### src/sv/utfd_pkg.sv
// Shared types and constants for the UTF-8 decoder.
`timescale 1ns / 1ps

package utfd_pkg;

    localparam int CP_W = 21;

    localparam logic [CP_W-1:0] CP_REPLACEMENT = 21'h00FFFD;

    // Byte classes
    localparam logic [7:0] BYTE_C0      = 8'hC0;
    localparam logic [7:0] BYTE_C1      = 8'hC1;
    localparam logic [7:0] BYTE_F5      = 8'hF5;
    localparam logic [7:0] MASK_HI1     = 8'h80;
    localparam logic [7:0] MASK_HI2     = 8'hC0;
    localparam logic [7:0] MASK_HI3     = 8'hE0;
    localparam logic [7:0] MASK_HI4     = 8'hF0;
    localparam logic [7:0] LEAD_2B      = 8'hC0;
    localparam logic [7:0] LEAD_3B      = 8'hE0;
    localparam logic [7:0] PAY_2B       = 8'h1F;
    localparam logic [7:0] PAY_3B       = 8'h0F;
    localparam logic [7:0] PAY_4B       = 8'h07;
    localparam logic [7:0] PAY_CONT     = 8'h3F;

    // Continuation counts left after a lead byte
    localparam logic [1:0] PEND_NONE = 2'd0;
    localparam logic [1:0] PEND_ONE  = 2'd1;
    localparam logic [1:0] PEND_TWO  = 2'd2;
    localparam logic [1:0] PEND_THREE = 2'd3;

    // One queue entry: the results caused by one input byte
    typedef struct packed {
        logic            two;
        logic [CP_W-1:0] cp0;
        logic [CP_W-1:0] cp1;
    } t_entry;

endpackage

### src/sv/utfd_front.sv
// Front end: accepts bytes, tracks the pending sequence, builds result entries.
`timescale 1ns / 1ps

module utfd_front (
    input  logic                      i_clk,
    input  logic                      i_rst_n,
    input  logic                      i_in_valid,
    output logic                      o_in_stall,
    input  logic [7:0]                i_byte_value,
    input  logic                      i_is_last_byte,
    input  logic                      i_q_full,
    output logic                      o_q_push,
    output utfd_pkg::t_entry          o_q_entry
);

    logic [utfd_pkg::CP_W-1:0] r_partial;
    logic [utfd_pkg::CP_W-1:0] n_partial;
    logic [1:0]                r_pending;
    logic [1:0]                n_pending;
    logic                      accept;
    logic                      is_invalid;
    logic                      is_ascii;
    logic                      is_lead;
    logic [1:0]                cnt;
    logic [utfd_pkg::CP_W-1:0] e0;
    logic [utfd_pkg::CP_W-1:0] e1;
    logic [utfd_pkg::CP_W-1:0] shifted;

    assign o_in_stall = i_q_full;
    assign accept     = i_in_valid && !i_q_full;

    // Byte classification
    assign is_invalid = (i_byte_value == utfd_pkg::BYTE_C0) ||
                        (i_byte_value == utfd_pkg::BYTE_C1) ||
                        (i_byte_value >= utfd_pkg::BYTE_F5);
    assign is_ascii   = (i_byte_value & utfd_pkg::MASK_HI1) == 8'h00;
    assign is_lead    = (i_byte_value & utfd_pkg::MASK_HI2) == utfd_pkg::MASK_HI2;
    assign shifted    = {r_partial[utfd_pkg::CP_W-7:0],
                         i_byte_value[5:0] & utfd_pkg::PAY_CONT[5:0]};

    // Decode: next state and up to two results
    always_comb begin
        n_partial = r_partial;
        n_pending = r_pending;
        cnt       = 2'd0;
        e0        = utfd_pkg::CP_REPLACEMENT;
        e1        = utfd_pkg::CP_REPLACEMENT;
        priority if (is_invalid) begin
            cnt       = 2'd1;
            n_pending = utfd_pkg::PEND_NONE;
        end else if (is_ascii) begin
            if (r_pending != utfd_pkg::PEND_NONE) begin
                cnt = 2'd2;
                e1  = {13'd0, i_byte_value};
            end else begin
                cnt = 2'd1;
                e0  = {13'd0, i_byte_value};
            end
            n_pending = utfd_pkg::PEND_NONE;
        end else if (is_lead) begin
            if (r_pending != utfd_pkg::PEND_NONE) begin
                cnt = 2'd1;
            end
            priority if ((i_byte_value & utfd_pkg::MASK_HI3) == utfd_pkg::LEAD_2B) begin
                n_partial = {13'd0, i_byte_value & utfd_pkg::PAY_2B};
                n_pending = utfd_pkg::PEND_ONE;
            end else if ((i_byte_value & utfd_pkg::MASK_HI4) == utfd_pkg::LEAD_3B) begin
                n_partial = {13'd0, i_byte_value & utfd_pkg::PAY_3B};
                n_pending = utfd_pkg::PEND_TWO;
            end else begin
                n_partial = {13'd0, i_byte_value & utfd_pkg::PAY_4B};
                n_pending = utfd_pkg::PEND_THREE;
            end
        end else begin
            if (r_pending == utfd_pkg::PEND_NONE) begin
                cnt = 2'd1;
            end else begin
                n_partial = shifted;
                n_pending = r_pending - 2'd1;
                if (r_pending == utfd_pkg::PEND_ONE) begin
                    cnt = 2'd1;
                    e0  = shifted;
                end
            end
        end

        // End of string flushes an unfinished sequence
        if (i_is_last_byte && (n_pending != utfd_pkg::PEND_NONE)) begin
            if (cnt == 2'd0) begin
                cnt = 2'd1;
                e0  = utfd_pkg::CP_REPLACEMENT;
            end else if (cnt == 2'd1) begin
                cnt = 2'd2;
                e1  = utfd_pkg::CP_REPLACEMENT;
            end
            n_pending = utfd_pkg::PEND_NONE;
            n_partial = '0;
        end
    end

    assign o_q_push      = accept && (cnt != 2'd0);
    assign o_q_entry.two = (cnt == 2'd2);
    assign o_q_entry.cp0 = e0;
    assign o_q_entry.cp1 = e1;

    // Decoder state
    always_ff @(posedge i_clk) begin
        if (!i_rst_n) begin
            r_partial <= '0;
            r_pending <= utfd_pkg::PEND_NONE;
        end else if (accept) begin
            r_partial <= n_partial;
            r_pending <= n_pending;
        end
    end

endmodule

### src/sv/utfd_queue.sv
// Short FIFO of result entries between the front and back ends.
`timescale 1ns / 1ps

module utfd_queue #(
    parameter int DEPTH = 4
) (
    input  logic             i_clk,
    input  logic             i_rst_n,
    input  logic             i_push,
    input  utfd_pkg::t_entry i_entry,
    input  logic             i_pop,
    output logic             o_full,
    output logic             o_empty,
    output utfd_pkg::t_entry o_entry
);

    localparam int PTR_W = (DEPTH > 1) ? $clog2(DEPTH) : 1;
    localparam int CNT_W = $clog2(DEPTH + 1);
    localparam logic [PTR_W-1:0] PTR_LAST = PTR_W'(DEPTH - 1);
    localparam logic [CNT_W-1:0] CNT_FULL = CNT_W'(DEPTH);

    utfd_pkg::t_entry r_mem [DEPTH];
    logic [PTR_W-1:0] r_wr_ptr;
    logic [PTR_W-1:0] r_rd_ptr;
    logic [CNT_W-1:0] r_count;
    logic             do_push;
    logic             do_pop;

    assign o_full  = (r_count == CNT_FULL);
    assign o_empty = (r_count == '0);
    assign o_entry = r_mem[r_rd_ptr];
    assign do_push = i_push && !o_full;
    assign do_pop  = i_pop && !o_empty;

    // Storage
    always_ff @(posedge i_clk) begin
        if (do_push) begin
            r_mem[r_wr_ptr] <= i_entry;
        end
    end

    // Pointers and fill count
    always_ff @(posedge i_clk) begin
        if (!i_rst_n) begin
            r_wr_ptr <= '0;
            r_rd_ptr <= '0;
            r_count  <= '0;
        end else begin
            if (do_push) begin
                r_wr_ptr <= (r_wr_ptr == PTR_LAST) ? '0 : r_wr_ptr + 1'b1;
            end
            if (do_pop) begin
                r_rd_ptr <= (r_rd_ptr == PTR_LAST) ? '0 : r_rd_ptr + 1'b1;
            end
            if (do_push && !do_pop) begin
                r_count <= r_count + 1'b1;
            end else if (do_pop && !do_push) begin
                r_count <= r_count - 1'b1;
            end
        end
    end

endmodule

### src/sv/utfd_back.sv
// Back end: unpacks queue entries into one output beat per cycle while the output is not stalled.
`timescale 1ns / 1ps

module utfd_back (
    input  logic                      i_clk,
    input  logic                      i_rst_n,
    input  logic                      i_q_empty,
    input  utfd_pkg::t_entry          i_q_entry,
    output logic                      o_q_pop,
    output logic                      o_out_valid,
    input  logic                      i_out_stall,
    output logic [utfd_pkg::CP_W-1:0] o_code_point,
    output logic                      o_last_of_item
);

    utfd_pkg::t_entry r_entry;
    logic             r_valid;
    logic             r_phase;
    logic             beat_done;
    logic             need_load;

    assign beat_done = r_valid && !i_out_stall;
    // Register is free when empty or when its final beat goes out now
    assign need_load = !r_valid || (beat_done && (!r_entry.two || r_phase));
    assign o_q_pop   = need_load && !i_q_empty;

    assign o_out_valid    = r_valid;
    assign o_code_point   = r_phase ? r_entry.cp1 : r_entry.cp0;
    assign o_last_of_item = !r_entry.two || r_phase;

    // Output payload
    always_ff @(posedge i_clk) begin
        if (o_q_pop) begin
            r_entry <= i_q_entry;
        end
    end

    // Output control
    always_ff @(posedge i_clk) begin
        if (!i_rst_n) begin
            r_valid <= 1'b0;
            r_phase <= 1'b0;
        end else if (need_load) begin
            r_valid <= !i_q_empty;
            r_phase <= 1'b0;
        end else if (beat_done) begin
            r_phase <= 1'b1;
        end
    end

endmodule

### src/sv/utf8_to_codepoint_decoder.sv
// A byte's first code point is registered in the entry queue and then in the output register.
// Throughput: one byte per cycle in unless the queue is full; one code point per cycle out
// unless stalled. A byte giving two code points holds the output for both of its beats;
// a run of them fills the queue. Reset (synchronous, active low) clears the pending sequence,
// the queue and the output valid. Top level: decoder front end, entry queue, output back end.
`timescale 1ns / 1ps

module utf8_to_codepoint_decoder #(
    parameter int QUEUE_DEPTH = 4
) (
    input  logic                      i_clk,
    input  logic                      i_rst_n,
    input  logic                      i_in_valid,
    output logic                      o_in_stall,
    input  logic [7:0]                i_byte_value,
    input  logic                      i_is_last_byte,
    output logic                      o_out_valid,
    input  logic                      i_out_stall,
    output logic [20:0]               o_code_point,
    output logic                      o_last_of_item
);

    logic             q_push;
    logic             q_pop;
    logic             q_full;
    logic             q_empty;
    utfd_pkg::t_entry q_wr_entry;
    utfd_pkg::t_entry q_rd_entry;

    utfd_front u_front (
        .i_clk          (i_clk),
        .i_rst_n        (i_rst_n),
        .i_in_valid     (i_in_valid),
        .o_in_stall     (o_in_stall),
        .i_byte_value   (i_byte_value),
        .i_is_last_byte (i_is_last_byte),
        .i_q_full       (q_full),
        .o_q_push       (q_push),
        .o_q_entry      (q_wr_entry)
    );

    utfd_queue #(
        .DEPTH (QUEUE_DEPTH)
    ) u_queue (
        .i_clk   (i_clk),
        .i_rst_n (i_rst_n),
        .i_push  (q_push),
        .i_entry (q_wr_entry),
        .i_pop   (q_pop),
        .o_full  (q_full),
        .o_empty (q_empty),
        .o_entry (q_rd_entry)
    );

    utfd_back u_back (
        .i_clk          (i_clk),
        .i_rst_n        (i_rst_n),
        .i_q_empty      (q_empty),
        .i_q_entry      (q_rd_entry),
        .o_q_pop        (q_pop),
        .o_out_valid    (o_out_valid),
        .i_out_stall    (i_out_stall),
        .o_code_point   (o_code_point),
        .o_last_of_item (o_last_of_item)
    );

endmodule
### config.mk
export PLATFORM = sky130hd
export DESIGN_NAME = utf8_to_codepoint_decoder
export DESIGN_NICKNAME = d
export VERILOG_FILES = /design/src/sv/utfd_pkg.sv /design/src/sv/utfd_front.sv /design/src/sv/utfd_queue.sv /design/src/sv/utfd_back.sv /design/src/sv/utf8_to_codepoint_decoder.sv
export SDC_FILE = /design/constraint.sdc
export NUM_CORES = 1
export LEC_CHECK = 0
export BUFFER_PORTS_ARGS = -buffer_cell sky130_fd_sc_hd__buf_2
export CAP_MARGIN = 20
export CORE_MARGIN = 2
export CORE_UTILIZATION = 45
export CTS_CLUSTER_DIAMETER = 120
export DETAILED_ROUTE_END_ITERATION = 16
export PLACE_DENSITY_LB_ADDON = 0.05
export RECOVER_POWER = 100
export SYNTH_ARGS = -nofsm -noshare
export SYNTH_HDL_FRONTEND = slang
export SYNTH_HIERARCHICAL = 1
export SYNTH_SLANG_ARGS = --single-unit
export TNS_END_PERCENT = 100
### constraint.sdc
create_clock -name i_clk -period 5.73 [get_ports i_clk]
set_input_delay 1.146 -clock i_clk [delete_from_list [all_inputs] [get_ports i_clk]]
set_output_delay 1.146 -clock i_clk [all_outputs]
set_load 0.05 [all_outputs]
Yosys cells after proc, flatten, opt, wreduce, memory -nomap -nowiden:

Memory sizes are Yosys's and may differ from the RTL's. A register that Yosys moved wholly into a read port is not among the register bits.
Index checks and enable logic that the tools add are counted.

* register bits: 26
* RAM bits: 172
* output and inout bits: 24
* word-level logic and storage cells: 105
* memories kept: 1

* add/subtract/negate cells: 5
* $lt $le $gt $ge: 1
* equality and inequality tests: 14
* multiplexer cells: 45
* bitwise operators: 1
* reduce and logical (&&, ||, !) cells: 31

Memories
* u_queue.r_mem: depth 4, width 43, read ports 1, clocked after memory_dff 1, wr ports 1, RTL line utfd_queue.sv:22 `utfd_pkg::t_entry r_mem [DEPTH];`

Operators by type and width (number)
* 2-to-1 mux 21 bit: 13
* 2-to-1 mux 15 bit: 5
* 2-to-1 mux 16 bit: 2
* 2-to-1 mux 2 bit: 16
* == test 8 bit, second input constant: 2
* logical AND 1 bit: 10
* == test 2 bit, second input constant: 4
* >= comparator 8 bit, second input constant: 1
* logical NOT 8 bit: 1
* nonzero test 2 bit: 4
* logical NOT 1 bit: 7
* == test 3 bit, second input constant: 2
* 2-to-1 mux 3 bit: 2
* 2-to-1 mux 1 bit: 5
* 2-to-1 mux 5 bit: 1
* adder 2 x 1 -> 2 bit, second input constant: 2
* == test 2 x 1 -> 1 bit, second input constant: 2
* == test 4 bit, second input constant: 1
* logical NOT 2 bit: 2
* logical OR 1 bit: 4
* 2-to-1 mux 4 bit: 1
* != test 2 bit, second input constant: 2
* AND reduction 4 bit: 1
* adder 3 x 1 -> 3 bit, second input constant: 1
* 6 further kinds: 6

Logic depth before layout (Yosys ltp):

* word-level depth: 17
* mapped depth: 17
* mapped depth without buffers: 16

Modules after synthesis:

Netlist, hierarchy kept.

By module, submodules not included
* utfd_queue: times used 1, cells each 276, area each 6740.2 sq um, seq. area each 5345.1 sq um
* utfd_back: times used 1, cells each 79, area each 1732.9 sq um, seq. area each 1331.3 sq um
* utfd_front: times used 1, cells each 152, area each 1181.1 sq um, seq. area each 340.3 sq um

Worst setup path before layout:

OpenSTA, ideal clock, no wires.

* path type: input -> register
* from: input i_out_stall
* to: register u_queue.r_count[2]
* setup time: 0.076 ns
* arrival time: 4.858 ns
* required time: 5.654 ns
* slack: 0.796 ns
* cell stages on the path: 9
* buffers on the path: 0
* cells stage by stage: o21ai_0 > nor2b_1 > o31ai_1 > ha_1 > inv_1 > fa_1 > xor2_1 > or3_1 > a21boi_0

* word-level cells in the longest chain between the ends: 9

RTL lines
* start, declared: RTL line utf8_to_codepoint_decoder.sv:18 `input logic i_out_stall,`
* logical NOT 1 bit *: RTL line utfd_back.sv:22 `assign beat_done = r_valid && !i_out_stall;`
* logical AND 1 bit *: RTL line utfd_back.sv:22
* logical AND 1 bit *: RTL line utfd_back.sv:24 `assign need_load = !r_valid || (beat_done && (!r_entry.two || r_phase));`
* logical OR 1 bit *: RTL line utfd_back.sv:24
* logical AND 1 bit *: RTL line utfd_back.sv:25 `assign o_q_pop = need_load && !i_q_empty;`
* named net q_pop: RTL line utf8_to_codepoint_decoder.sv:24 `logic q_pop;`
* logical AND 1 bit *: RTL line utfd_queue.sv:33 `assign do_pop = i_pop && !o_empty;`
* logical NOT 1 bit: RTL line utfd_queue.sv:55 `if (do_push && !do_pop) begin`
* logical AND 1 bit: RTL line utfd_queue.sv:55
* 2-to-1 mux 3 bit / nonzero test 2 bit (equally long branches)
* end signal, assigned: RTL line utfd_queue.sv:56 `r_count <= r_count + 1'b1;`
* end signal, assigned: RTL line utfd_queue.sv:58 `r_count <= r_count - 1'b1;`
* end, declared: RTL line utfd_queue.sv:25 `logic [CNT_W-1:0] r_count;`

Mark *: on every way through the listed nets, which the timed path passes. The rest lies on a longest branch.
A chain may end at the register's enable or synchronous reset.

Worst setup path after layout:

* from: input i_byte_value[7]
* to: memory u_queue/r_mem[2][25] in the netlist's numbering, enable pin

* word-level cells in the longest chain between the ends: 14

RTL lines
* start, declared: RTL line utf8_to_codepoint_decoder.sv:15 `input logic [7:0] i_byte_value,`
* parallel branches: the longest is 8 deep, another holds >= comparator 8 bit
* 2-to-1 mux 2 bit *: RTL line utfd_front.sv:88 `if (i_is_last_byte && (n_pending != utfd_pkg::PEND_NONE)) begin`
* nonzero test 2 bit *: RTL line utfd_front.sv:101 `assign o_q_push = accept && (cnt != 2'd0);`
* logical AND 1 bit *: RTL line utfd_front.sv:101
* named net q_push: RTL line utf8_to_codepoint_decoder.sv:23 `logic q_push;`
* logical AND 1 bit *: RTL line utfd_queue.sv:32 `assign do_push = i_push && !o_full;`
* 2-to-1 mux 1 bit *: RTL line utfd_queue.sv:37 `if (do_push) begin`
* 2-to-1 mux 1 bit (not written as such) *: RTL line utfd_queue.sv:38 `r_mem[r_wr_ptr] <= i_entry;`
* end, declared: RTL line utfd_queue.sv:22

Mark *: on every way through the listed nets, which the timed path passes.

==> results_dict.tcl <==
set metrics [dict create \
    yosysTopAreaCell "edfxtp_1" \
    numCtsBuffers 26 \
    fin_nets 567 \
    synth_mux_area_share_pct 14.1 \
    holdWs_ns 0.462 \
    synth_top_cell_area_share_pct 66.9 \
    relSlewSlack_pct -41.8 \
    hp-start "u_back/o_out_valid$_SDFFE_PN0P_" \
    clkTransAtPathRegs_ns 0.06 \
    final_common_cell "edfxtp_1" \
    dp_cells 793 \
    placed_area_um2 9960 \
    yosys_warnings 6 \
    maxSlewViolCount 108 \
    wl_per_cell_um 20.7 \
    synth_fa_ha_area_share_pct 1.11 \
    grt_antenna_before_repair 0 \
    synthXorXnorAreaFrac_pct 0.181 \
    finClkSkew_ns 0.0195 \
    synth_edf_count 215 \
    postLayoutCellArea_um2 10600 \
    endpoint_kind "flop" \
    cts-root-buf "clkbuf_16" \
    vdd_drop_max_v 0.000480 \
    worstPathRequired_ns 5.86 \
    setup_viol 0 \
    grt.total_usage_pct 16.0 \
    fmaxAchievable_mhz 201 \
    violations "capacitance limit, slew limit" \
    tns_ns 0 \
    cts_setup_buffers 0 \
    hp-class "reg2reg" \
    io_buffers 36 \
    synth_seq_cells 243 \
    synth-compound-area-share_pct 2.81 \
    critical_path_class "in2reg" \
    total_leakage_power_nw 3.34 \
    pin_count 37 \
    worst_pin_slew_ns 2.13 \
    drt-vias-per-instance 5.34 \
    ys_seq_area_share_pct 72.7 \
    async_reset_ff_share_pct 0 \
    dr_total_vias 4482 \
    area_delta_synth_final_pct 9.99 \
    htree_levels 1 \
    first_global_vias 4777 \
    gp_congestion 0.756 \
    final.period_utilization_pct 86.8 \
    dr.pass1.iters 4 \
    drc_errors 0 \
    status "finished with violations" \
    stdcell_count 840 \
    syn_area_per_cell_um2 19.0 \
    die_area_um2 22600 \
    mostFrequentLayoutCells "edfxtp_1 (215), nand2_1 (43), mux4_2 (40)" \
    cp-start-kind "primary input" \
    core-area_um2 21000 \
    die_h_um 150 \
    drtIter0Drc 234 \
    grt_pass1_wl_um 27100 \
    start_util_pct 45.9 \
    numClockSinks 243 \
    grt_max_degree 44 \
    total_power_mw 5.08 \
    row_count 53 \
    p_per_area_nw_per_um2 478 \
    fp.dieW_um 150 \
    wirelength_um 17400 \
    synthTopCellsByArea "edfxtp_1 (67%), mux4_2 (9.3%), dfxtp_1 (5.8%)" \
    antenna_cells 0 \
    synth_cell_types 50 \
    cts_tree "done" \
    synth_top_family_by_area "multiplexers" \
    cts_resized 0 \
    hold_violations 0 \
    min_period_ns 4.97 \
    synth-simple-area-share_pct 5.37 \
    rsz0062_at_grt "false" \
    cp.arrival_ns 5.10 \
    ys.flop_type "edfxtp_1" \
    dpl.hpwl_um 9860 \
    ant_nets 0 \
    drive_above_1_share_pct 21.9 \
    synthesis.instances 507 \
    r2r_start "u_front/r_pending[1]$_SDFFE_PN0P_" \
    worstSetupStartpoint "i_byte_value[7]" \
    clockBufferDepth 3 \
    fillers 1740 \
    grt_overflow 0 \
    synth.cell_area_um2 9650 \
    insertion_delay_ns 0.53 \
    cts_hold_buf 0 \
    maxCapViolations 4 \
    cp_max_fo 21 \
]
## registers in the layout, indices dropped and copies added (netlist names), named ones only
register,count
u_back/o_out_valid,1
u_back/r_entry,43
u_back/r_phase,1
u_front/r_partial,15
u_front/r_pending,2
u_queue/r_count,3
u_queue/r_mem,172
u_queue/r_rd_ptr,2
u_queue/r_wr_ptr,2
## path summary, 6_finish.rpt
check	end	slack, ns	depth (start not counted)
min	u_back/r_phase$_SDFFE_PP0P_	0.46	2
max reg2reg	u_queue/r_mem[2][25]$_DFFE_PP_	1.73	10
min reg2reg	u_back/r_phase$_SDFFE_PP0P_	0.46	2
max	u_queue/r_mem[2][25]$_DFFE_PP_	0.76	13
## layout make-up
type                       instances  area [um2]  area share [%]
timing repair buffer              47         223            2.10
clock inverter                    11        92.6           0.872
inverter                           6        22.5           0.212
clock buffer                      36         708            6.67
multi-input combinational        222        2210            20.8
tap                              275         344            3.24
sequential                       243        7020            66.1
## cell usage after synthesis, drive strengths merged, types with 7 or more instances
library cell and instances:
clkbuf 11, mux4 43, nand2 43, nor2b 9
or3 7, edfxtp 215, or2 9, mux2i 8
mux2 21, and2 10, buf 29, nor2 8
ha 7, dfxtp 28, a32o 10
## layer usage
metal / global-route usage [%] / routed length, um / vias to the layer above
met5: 0 / 0 / -
met4: 4.39 / 267 / 0
met3: 2.61 / 692 / 23
met2: 26.9 / 8510 / 83
met1: 21.8 / 7900 / 2316
li1: - / - / 2060
## critical path, stage by stage
cell	delay (ns)
clkbuf_1	0.62
nand2_1	0.22
or3_2	0.50
nand2_1	0.18
o41ai_1	0.09
ha_1	0.31
o2111ai_1	0.10
nor2_1	0.06
a21oi_1	0.12
o21a_1	0.14
nor2b_1	0.47
and2_2	0.25
clkbuf_1	0.87
## per-stage QoR
step	util (%)	setup WS, ns
floorplan	-	0.796
global placement	47.4	0.792
detailed placement	47.4	0.650
CTS	51.2	1.17
global route	50.5	0.414
finish	50.5	0.757
## logic make-up after synthesis
kind of cell	after synthesis
buffers and inverters	46
DFF	243
adders and majority gates	8
muxes	72
AOI/OAI and AO/OA	35
and+or+nand+nor	100
other	1
xor gates and xnor gates	2
## power by group
part           switching [mW]  internal (mW)
clock                   0.643          0.907
combinational           0.767          0.348
sequential              0.111           2.30
total                    1.52           3.56
No activity file was read; power rests on OpenSTA's default activity.
